### config.mk
export PLATFORM = sky130hd
export DESIGN_NAME = thumb_data_proc_to_arm_expander
export DESIGN_NICKNAME = d
export VERILOG_FILES = /design/src/hdl/tdpe_pkg.sv /design/src/hdl/thumb_data_proc_to_arm_expander.sv /design/src/hdl/tdpe_expand.sv
export SDC_FILE = /design/constraint.sdc
export NUM_CORES = 1
export LEC_CHECK = 0
export ABC_AREA = 1
export BUFFER_PORTS_ARGS = -buffer_cell sky130_fd_sc_hd__buf_4
export CAP_MARGIN = 10
export CORE_UTILIZATION = 40
export CTS_CLUSTER_SIZE = 20
export DETAILED_ROUTE_END_ITERATION = 7
export PLACE_DENSITY = 0.61
export SLEW_MARGIN = 20
export SYNTH_ARGS = -nofsm -noshare
export SYNTH_HDL_FRONTEND = slang
export SYNTH_SLANG_ARGS = --single-unit
### constraint.sdc
create_clock -name clk -period 6.8 [get_ports clk]
set_input_delay 0.68 -clock clk [delete_from_list [all_inputs] [get_ports clk]]
set_output_delay 0.68 -clock clk [all_outputs]
set_load 0.05 [all_outputs]
### src/hdl/tdpe_pkg.sv
// ----------------------------------------------------------------------------
// tdpe_pkg: shared types and encode helpers for the Thumb-to-ARM expander
// Result record, result kinds, ARM field constants and the small opcode tables.
// ----------------------------------------------------------------------------
package tdpe_pkg;

	localparam logic [3:0] COND_AL = 4'hE;
	localparam logic [3:0] REG_SP  = 4'd13;

	// ARM data-processing opcodes used here
	localparam logic [3:0] OPC_AND = 4'd0;
	localparam logic [3:0] OPC_SUB = 4'd2;
	localparam logic [3:0] OPC_RSB = 4'd3;
	localparam logic [3:0] OPC_ADD = 4'd4;
	localparam logic [3:0] OPC_CMP = 4'd10;
	localparam logic [3:0] OPC_MOV = 4'd13;

	localparam logic [3:0] MUL_TAG = 4'd9;
	localparam logic [3:0] ROR_15  = 4'hF;

	typedef enum logic [1:0] {
		KIND_ARM   = 2'd0,
		KIND_BX    = 2'd1,
		KIND_PCREL = 2'd2,
		KIND_UNSUP = 2'd3
	} kind_t;

	typedef struct packed {
		logic [31:0] arm_word;
		kind_t       kind;
		logic [3:0]  reg_index;
		logic [7:0]  word_offset;
	} result_t;

	// ARM data-processing word, condition AL
	function automatic logic [31:0] dp_word(input logic imm, input logic [3:0] opc,
			input logic s, input logic [3:0] rn, input logic [3:0] rd,
			input logic [11:0] op2);
		return {COND_AL, 2'b00, imm, opc, s, rn, rd, op2};
	endfunction

	// move/compare/add/subtract immediate
	function automatic logic [3:0] math_imm_op(input logic [1:0] op);
		logic [3:0] r;
		case (op)
			2'd0:    r = OPC_MOV;
			2'd1:    r = OPC_CMP;
			2'd2:    r = OPC_ADD;
			default: r = OPC_SUB;
		endcase
		return r;
	endfunction

	// Thumb ALU op to ARM opcode (shifts map to MOV, NEG to RSB)
	function automatic logic [3:0] alu_op(input logic [3:0] op);
		logic [3:0] r;
		case (op)
			4'd0:    r = 4'd0;
			4'd1:    r = 4'd1;
			4'd2:    r = 4'd13;
			4'd3:    r = 4'd13;
			4'd4:    r = 4'd13;
			4'd5:    r = 4'd5;
			4'd6:    r = 4'd6;
			4'd7:    r = 4'd13;
			4'd8:    r = 4'd8;
			4'd9:    r = 4'd3;
			4'd10:   r = 4'd10;
			4'd11:   r = 4'd11;
			4'd12:   r = 4'd12;
			4'd13:   r = 4'd0;
			4'd14:   r = 4'd14;
			default: r = 4'd15;
		endcase
		return r;
	endfunction

	// shift type for register-shift ALU ops (LSL, LSR, ASR, ROR)
	function automatic logic [1:0] alu_shift_kind(input logic [2:0] op);
		logic [1:0] r;
		case (op)
			3'd3:    r = 2'd1;
			3'd4:    r = 2'd2;
			3'd7:    r = 2'd3;
			default: r = 2'd0;
		endcase
		return r;
	endfunction

	// hi-register ops: ADD, CMP, MOV (BX handled apart)
	function automatic logic [3:0] hi_op(input logic [1:0] op);
		logic [3:0] r;
		case (op)
			2'd0:    r = OPC_ADD;
			2'd1:    r = OPC_CMP;
			2'd2:    r = OPC_MOV;
			default: r = OPC_AND;
		endcase
		return r;
	endfunction

endpackage

### src/hdl/thumb_data_proc_to_arm_expander.sv
// ----------------------------------------------------------------------------
// thumb_data_proc_to_arm_expander: Thumb data-processing to ARM word expander
// Input register, combinational rewrite, result register; one halfword a cycle unless the output stalls.
// ----------------------------------------------------------------------------
// Each accepted Thumb halfword yields exactly one result transaction, in order.
// The block sustains one transaction per cycle in both directions while the
// output is not stalled. A halfword taken into the input register (insn_s1) is
// rewritten and loaded into the result register (res_s2), from which it can
// leave on the result channel once valid_s2 is set. Under
// output backpressure both registers hold and the input stalls only once both
// are full. kind tells how to read the result: 0 = arm_word holds an ARM
// instruction (condition AL), 1 = BX with reg_index as target, 2 = PC-relative
// load address with reg_index and word_offset, 3 = format not expanded. Fields
// that do not apply to a kind read as zero. No configuration, no state beyond
// the two pipeline registers.
module thumb_data_proc_to_arm_expander (
	input  logic        clk,
	input  logic        arst_n,
	// Thumb halfword channel
	input  logic        thumb_valid,
	output logic        thumb_ready,
	input  logic [15:0] thumb_insn,
	// ARM result channel
	output logic        arm_valid,
	input  logic        arm_ready,
	output logic [31:0] arm_word,
	output logic [1:0]  kind,
	output logic [3:0]  reg_index,
	output logic [7:0]  word_offset
);

	logic              valid_s1;
	logic [15:0]       insn_s1;
	logic              valid_s2;
	tdpe_pkg::result_t res_s2;
	tdpe_pkg::result_t res_c;
	logic              adv_s2;

	// result register can load when empty or being drained this cycle
	assign adv_s2      = !valid_s2 || arm_ready;
	assign thumb_ready = !valid_s1 || adv_s2;

	tdpe_expand u_expand (
		.insn (insn_s1),
		.res  (res_c)
	);

	always_ff @(posedge clk or negedge arst_n) begin
		if (!arst_n) begin
			valid_s1 <= 1'b0;
			valid_s2 <= 1'b0;
		end else begin
			if (thumb_ready)
				valid_s1 <= thumb_valid;
			if (adv_s2)
				valid_s2 <= valid_s1;
		end
	end

	// payload: no reset needed
	always_ff @(posedge clk) begin
		if (thumb_valid && thumb_ready)
			insn_s1 <= thumb_insn;
		if (valid_s1 && adv_s2)
			res_s2 <= res_c;
	end

	assign arm_valid   = valid_s2;
	assign arm_word    = res_s2.arm_word;
	assign kind        = res_s2.kind;
	assign reg_index   = res_s2.reg_index;
	assign word_offset = res_s2.word_offset;

`ifndef SYNTHESIS
	// an empty input stage always takes a new transaction
	a_s1_empty_ready: assert property (@(posedge clk) disable iff (!arst_n)
		!valid_s1 |-> thumb_ready)
		else $error("input stage empty but not ready");

	// a held result whose consumer stalls survives to the next cycle
	a_s2_hold: assert property (@(posedge clk) disable iff (!arst_n)
		(valid_s2 && !arm_ready) |=> (valid_s2 && $stable(res_s2)))
		else $error("stalled result lost or changed");

	// non-ARM kinds carry no instruction word
	a_word_zero: assert property (@(posedge clk) disable iff (!arst_n)
		(valid_s2 && res_s2.kind != tdpe_pkg::KIND_ARM) |-> (res_s2.arm_word == 32'd0))
		else $error("arm_word set for a flagged kind");

	// an ARM word always has condition AL and no register or offset fields
	a_arm_fields: assert property (@(posedge clk) disable iff (!arst_n)
		(valid_s2 && res_s2.kind == tdpe_pkg::KIND_ARM) |->
		(res_s2.arm_word[31:28] == tdpe_pkg::COND_AL && res_s2.reg_index == 4'd0 &&
		res_s2.word_offset == 8'd0))
		else $error("bad ARM result fields");

	// offset only for PC-relative load address
	a_offset_kind: assert property (@(posedge clk) disable iff (!arst_n)
		(valid_s2 && res_s2.word_offset != 8'd0) |-> (res_s2.kind == tdpe_pkg::KIND_PCREL))
		else $error("word_offset set outside PC-relative kind");
`endif

endmodule

### src/hdl/tdpe_expand.sv
// ----------------------------------------------------------------------------
// tdpe_expand: combinational Thumb-to-ARM rewrite
// Picks the Thumb format from the top bits and builds the result record.
// ----------------------------------------------------------------------------
module tdpe_expand (
	input  logic [15:0]       insn,
	output tdpe_pkg::result_t res
);

	logic [2:0] lo_rs;
	logic [2:0] lo_rd;
	logic [2:0] hi_rd;
	logic [3:0] alu_opc;
	logic [3:0] hi_src;
	logic [3:0] hi_rn;
	logic [3:0] hi_opc;
	logic [11:0] sp_op2;
	logic [11:0] spadj_imm;

	assign lo_rs   = insn[5:3];
	assign lo_rd   = insn[2:0];
	assign hi_rd   = insn[10:8];
	assign alu_opc = tdpe_pkg::alu_op(insn[9:6]);
	assign hi_src  = {insn[6], insn[5:3]};
	assign hi_rn   = {insn[7], insn[2:0]};
	assign hi_opc  = tdpe_pkg::hi_op(insn[9:8]);

	// word8 with top bits set: rotate 15 (same as << 2)
	assign sp_op2 = (insn[7:6] != 2'b00) ? {tdpe_pkg::ROR_15, insn[7:0]}
		: {2'b00, insn[7:0], 2'b00};
	assign spadj_imm = insn[6] ? {tdpe_pkg::ROR_15, 1'b0, insn[6:0]}
		: {4'b0000, insn[5:0], 2'b00};

	always_comb begin
		res.arm_word    = '0;
		res.kind        = tdpe_pkg::KIND_ARM;
		res.reg_index   = '0;
		res.word_offset = '0;
		if (insn[15:13] == 3'b000) begin
			if (insn[12:11] != 2'b11) begin
				// shift by immediate
				res.arm_word = tdpe_pkg::dp_word(1'b0, tdpe_pkg::OPC_MOV, 1'b1, 4'd0,
					{1'b0, lo_rd}, {insn[10:6], insn[12:11], 2'b00, lo_rs});
			end else begin
				// add/subtract register or 3-bit immediate
				res.arm_word = tdpe_pkg::dp_word(insn[10],
					insn[9] ? tdpe_pkg::OPC_SUB : tdpe_pkg::OPC_ADD, 1'b1,
					{1'b0, lo_rs}, {1'b0, lo_rd}, {9'd0, insn[8:6]});
			end
		end else if (insn[15:13] == 3'b001) begin
			res.arm_word = tdpe_pkg::dp_word(1'b1, tdpe_pkg::math_imm_op(insn[12:11]),
				1'b1, {1'b0, hi_rd}, {1'b0, hi_rd}, {4'd0, insn[7:0]});
		end else if (insn[15:10] == 6'b010000) begin
			if (insn[9:6] == 4'd13) begin
				// MUL becomes MULS Rd, Rs, Rd
				res.arm_word = {tdpe_pkg::COND_AL, 7'd0, 1'b1, 1'b0, lo_rd, 4'd0,
					1'b0, lo_rs, tdpe_pkg::MUL_TAG, 1'b0, lo_rd};
			end else if (alu_opc == tdpe_pkg::OPC_MOV) begin
				// shift by register
				res.arm_word = tdpe_pkg::dp_word(1'b0, tdpe_pkg::OPC_MOV, 1'b1, 4'd0,
					{1'b0, lo_rd}, {1'b0, lo_rs, 1'b0,
					tdpe_pkg::alu_shift_kind(insn[8:6]), 1'b1, 1'b0, lo_rd});
			end else if (alu_opc == tdpe_pkg::OPC_RSB) begin
				res.arm_word = tdpe_pkg::dp_word(1'b1, tdpe_pkg::OPC_RSB, 1'b1,
					{1'b0, lo_rs}, {1'b0, lo_rd}, 12'd0);
			end else begin
				res.arm_word = tdpe_pkg::dp_word(1'b0, alu_opc, 1'b1,
					{1'b0, lo_rd}, {1'b0, lo_rd}, {9'd0, lo_rs});
			end
		end else if (insn[15:10] == 6'b010001) begin
			if (insn[9:8] == 2'b11) begin
				res.kind      = tdpe_pkg::KIND_BX;
				res.reg_index = hi_src;
			end else if (hi_opc == tdpe_pkg::OPC_CMP) begin
				res.arm_word = tdpe_pkg::dp_word(1'b0, hi_opc, 1'b1, hi_rn, 4'd0,
					{8'd0, hi_src});
			end else begin
				res.arm_word = tdpe_pkg::dp_word(1'b0, hi_opc, 1'b0, hi_rn, hi_rn,
					{8'd0, hi_src});
			end
		end else if (insn[15:12] == 4'hA) begin
			if (insn[11]) begin
				res.arm_word = tdpe_pkg::dp_word(1'b1, tdpe_pkg::OPC_ADD, 1'b0,
					tdpe_pkg::REG_SP, {1'b0, hi_rd}, sp_op2);
			end else begin
				res.kind        = tdpe_pkg::KIND_PCREL;
				res.reg_index   = {1'b0, hi_rd};
				res.word_offset = insn[7:0];
			end
		end else if (insn[15:8] == 8'hB0) begin
			res.arm_word = tdpe_pkg::dp_word(1'b1,
				insn[7] ? tdpe_pkg::OPC_SUB : tdpe_pkg::OPC_ADD, 1'b0,
				tdpe_pkg::REG_SP, tdpe_pkg::REG_SP, spadj_imm);
		end else begin
			res.kind = tdpe_pkg::KIND_UNSUP;
		end
	end

endmodule

# --- After elaboration in Yosys (flattened, before gate mapping) ---
# Memories as Yosys holds them, arrays and structs flattened. A register that Yosys moved wholly into a read port is not among the register bits.
# Cells that the tools add are included.
word_totals:
  ff_bits: 64
  mem_bits_ro: 64
  inputBits: 20
  word_cells: 64
  n_memories: 1
mem_list:
  columns: ["name", "depth", "width", "rd", "rd_ports_with_merged_regs", "wr", "line", "rtl"]
  rows:
  - ["(name not given)", 16, 4, 1, 1, 0, "tdpe_pkg.sv:57", "case (op)"]
op_classes:
  n_eq_ne: 18
  muxes: 25
  bitwise_logic: 1
  reduce_logical: 12
op_table:
  columns: ["operator", "n"]
  rows:
  - ["$mux 32", 8]
  - ["$mux 26", 2]
  - ["$mux 38", 1]
  - ["$mux 12", 3]
  - ["$mux 34", 1]
  - ["$pmux 4 s3", 2]
  - ["$mux 21", 1]
  - ["$eq 4x4->1 const B", 4]
  - ["$mux 14", 1]
  - ["$eq 6x5->1 const B", 2]
  - ["$eq 8x8->1 const B", 1]
  - ["$eq 2x2->1 const B", 3]
  - ["$eq 3x3->1 const B", 2]
  - ["$mux 3", 2]
  - ["$pmux 2 s3", 1]
  - ["$reduce_or 6->1", 1]
  - ["$mux 5", 1]
  - ["$eq 2x1->1 const B", 2]
  - ["$eq 4x2->1 const B", 1]
  - ["$logic_not 2->1", 2]
  - ["$mux 4", 1]
  - ["$eq 3x1->1 const B", 1]
  - ["$eq 3x2->1 const B", 1]
  - ["$logic_not 3->1", 1]
  - ["8 further kinds", 11]

# --- Logic depth before layout (Yosys ltp) ---
logic_depth:
  depth_word: 9
  mapped_depth: 11

# --- Modules after synthesis ---
# From an unflattened synthesis, not the netlist that was laid out.
hier_totals:
  hier_cells: 364
  hier_area_um2: 3657.3
modules_own_cells:
  columns: ["module", "n_inst", "cells_per_inst", "area_per_inst_um2", "seq_area_each_um2"]
  rows:
  - ["thumb_data_proc_to_arm_expander", 1, 74, 1956.9, 1911.8]
  - ["tdpe_expand", 1, 290, 1700.4, 0.0]

# --- Least setup slack after synthesis ---
# No wires, ideal clock.
synth_path:
  path_type: "in2reg"
  from: "input arm_ready"
  to: "register res_s2, in the netlist arm_word[0] (enable)"
  setup_ps: 453
  t_arrival_ps: 2752
  required_time_ps: 6347
  slack_ps: 3595
  cell_stages: 2
  path_cell_list: "inv_1 > a21oi_1"
synth_via:
  elab_chain_len: 2
synth_lines:
  columns: ["element", "line", "rtl"]
  rows:
  - ["start, declared", "thumb_data_proc_to_arm_expander.sv:25", "input logic arm_ready,"]
  - ["$logic_or 1x1->1", "thumb_data_proc_to_arm_expander.sv:40", "assign adv_s2 = !valid_s2 || arm_ready;"]
  - ["$logic_and 1x1->1", "thumb_data_proc_to_arm_expander.sv:64", "if (valid_s1 && adv_s2)"]
  - ["end signal, assigned", "thumb_data_proc_to_arm_expander.sv:65", "res_s2 <= res_c;"]
  - ["end, declared", "thumb_data_proc_to_arm_expander.sv:35", "tdpe_pkg::result_t res_s2;"]
# No other way between the ends.
# A chain may end at the register's enable or synchronous reset.

# --- Final worst setup path ---
layout_path:
  from: "register insn_s1[6]"
  to: "register, netlist name u_expand.alu_opc[3]"
layout_via:
  elab_chain_len: 1
layout_lines:
  columns: ["element", "line", "rtl"]
  rows:
  - ["start, declared", "thumb_data_proc_to_arm_expander.sv:33", "logic [15:0] insn_s1;"]
  - ["start signal, assigned", "thumb_data_proc_to_arm_expander.sv:63", "insn_s1 <= thumb_insn;"]
  - ["$mux 4 (no line)", null, null]
# No other way between the ends.

==> impl_metrics.tcl <==
set metrics [dict create \
    status "complete, no violations" \
    hold_viol_final 0 \
    finalNetCount 480 \
    rsz0062_at_grt "no" \
    pwr-share-clk_pct 28.7 \
    reg2regPathDepth 7 \
    fin_crit_sh_pct 31.3 \
    postRouteAntennaNets 0 \
    core.rowCount 34 \
    crit_chain "inv_1, nand2_1, o21ai_0, ha_1, nand2_1, nand3_1, o21ai_1" \
    synthArstFlopShare_pct 3.17 \
    dp_slack_ns 4.59 \
    synth.area.top_cells "edfxtp_1 (48%), nand2_1 (9.4%), inv_1 (3.7%)" \
    period_needed_ns 2.13 \
    synth_largest_area_cell "edfxtp_1" \
    hold_class "in -> async" \
    synth_edf_count 57 \
    worst_slew_pin_slew_ns 0.749 \
    gr-total-overflow 0 \
    critPathBufInv 1 \
    die-height_um 96.2 \
    start_util_pct 41.1 \
    leakage_nw 2.02 \
    netlist_top_cells_count "nand2_1 (89), edfxtp_1 (57), inv_1 (35), nor2_1 (35), nand3_1 (24)" \
    power_density_mw_per_mm2 253 \
    grt_antenna_before_repair 0 \
    clk_root_buffer_cell "clkbuf_8" \
    drive_above_1_share_pct 27.7 \
    syn_area_mm2 0.00355 \
    vias_per_cell 5.19 \
    peakVddDrop_uv 99.8 \
    path_class "reg -> reg" \
    io_buffers 64 \
    slew_viol_final 0 \
    grt_pass1_wl_mm 14.4 \
    critical_path.max_stage_delay_ns 0.84 \
    synth_most_common_cell "nand2_1" \
    synthCells 383 \
    cts_tree "yes" \
    end_kind "register" \
    vias 2922 \
    crit_path_top_delay_cell "edfxtp_1" \
    fillers 837 \
    drv_cap 0 \
    synth_flop_cell "edfxtp_1" \
    cp.arrival_ns 2.35 \
    critPathLaunchType "register" \
    pwr-share-comb_pct 25.1 \
    postCtsHoldBufs 0 \
    p_int_uw 713 \
    gp_congestion 0.954 \
    required_ns 7.03 \
    grt_pass1_vias 2760 \
    r2r_start "insn_s1[6]" \
    cp_top_family "flip-flops" \
    whs_ns 0.101 \
    coreArea_mm2 0.00864 \
    relSlewSlack_pct 50.0 \
    cts_setup_buffers 0 \
    cts_buffer_depth 2 \
    wl_per_cell_um 16.5 \
    cpMostUsedCell "nand2_1" \
    drt-total-wl_mm 9.31 \
    r2r-end "u_expand.alu_opc[3]" \
    avgSynthCellArea_um2 9.27 \
    post-route-util_pct 49.6 \
    cts-buffers-inserted 9 \
    die-area_mm2 0.00925 \
    drc 0 \
    grt_max_degree 42 \
    synth_top_cell_area_share_pct 48.2 \
    clk_pin_slew_ns 0.07 \
    io_pins 68 \
    swShare_pct 34.2 \
    rrSetupSlack_ns 4.67 \
    clock_latency_ns 0.35 \
    synth.distinct_cells 35 \
    ys_ff_latch 63 \
    hpwl_mm 6.94 \
    area_delta_synth_final_pct 20.7 \
    yosys_warnings 0 \
    finalSetupViolCount 0 \
    cts_resized 0 \
    clock_skew_ns 0.0105 \
    p_sw_uw 370 \
    htreeDepth 3 \
    final.setup.worst_slack_ns 4.67 \
    dr.pass1.iters 5 \
    finalPower_mw 1.08 \
    grt_usage_pct 21.9 \
    dr.first_iter.drc_count 210 \
    setup_tns_ns 0 \
    clock-sinks 63 \
    seqPwrFrac_pct 46.2 \
    clock.fmax_mhz 470 \
    seq_area_frac_synth_pct 51.9 \
    diodes 0 \
    die_x_um 96.2 \
    cp_max_fo 19 \
]
[layer usage]
metal  vias to the layer above  global-route usage, %  part of all wire [%]
met2                       102                   35.0                    49
met1                      1392                   27.9                    43
li1                       1407                      -                     -
met5                         -                      0                     0
met3                        21                   4.90                   5.4
met4                         0                   10.8                   2.5
[cell type report]
class                   count  area, um2  area share [%]
flip-flops and latches     63       1840            43.0
multi-input cells         265       1460            34.0
repair buffers             65        488            11.4
inverters                  46        180            4.20
clock buffers              12        135            3.15
well taps                 108        135            3.15
clock inverters             4       47.5            1.11
[how the worst max path moves through the flow]
stage | startpoint | slack [ns] | endpoint | cells after the start
2_1_floorplan | arm_ready | 3.60 | arm_word[0] | 2
3_3_place_gp | arm_ready | 4.67 | u_expand.alu_opc[0] | 9
3_5_place_dp | arm_ready | 4.59 | u_expand.alu_opc[0] | 10
4_1_cts | insn_s1[6] | 4.70 | u_expand.alu_opc[3] | 7
5_1_grt | insn_s1[6] | 4.56 | u_expand.alu_opc[3] | 7
6_report | insn_s1[6] | 4.67 | u_expand.alu_opc[3] | 7
[worst reg2reg max path: stages, from the launching register on]
cell and delay, ns:
edfxtp_1 0.84, inv_1 0.31, nand2_1 0.13, o21ai_0 0.20
ha_1 0.34, nand2_1 0.05, nand3_1 0.07, o21ai_1 0.07
[registers in the layout, summed over array words and instances, names as in the netlist]
name              count
word_offset           8
insn_s1              16
kind                  2
arm_word             27
arm_valid             1
valid_s1              1
u_expand.alu_opc      4
reg_index             4
[cells in the final DEF, fill, tap and decap left out, drive strengths merged, types with 10 or more instances in the layout]
cell      n
clkbuf   12
ha       10
o21ai    33
nand2   105
nor2     45
nand3    27
a21oi    22
inv      45
buf      65
edfxtp   57
[cell families (layout without fill, tap and decap cells)]
family / Yosys count / count (layout) / synth area share, %
flip-flops: 63 / 63 / 51.9
AO/OA/AOI/OAI: 65 / 65 / 10.3
AND/OR/NAND/NOR: 187 / 187 / 26.6
other: 1 / 3 / 0.106
adder cells (fa/ha/maj): 10 / 10 / 3.52
buffers and inverters: 57 / 127 / 7.58
[power by group through the flow]
stage / Sequential, mW / Clock, mW / Combinational (mW)
floorplan: 0.592 / 0 / 0.107
global placement: 0.507 / 0 / 0.272
detailed placement: 0.508 / 0 / 0.273
CTS: 0.500 / 0.315 / 0.273
global route: 0.505 / 0.332 / 0.293
finish: 0.500 / 0.310 / 0.272
[metrics by stage]
stage	cells	area, um2
2_1_floorplan	385	3560
6_report	563	4290
4_1_cts	563	4290
5_1_grt	563	4290
3_5_place_dp	547	4100
3_3_place_gp	547	4100
Note: power is estimated with default switching activity, not from simulation.
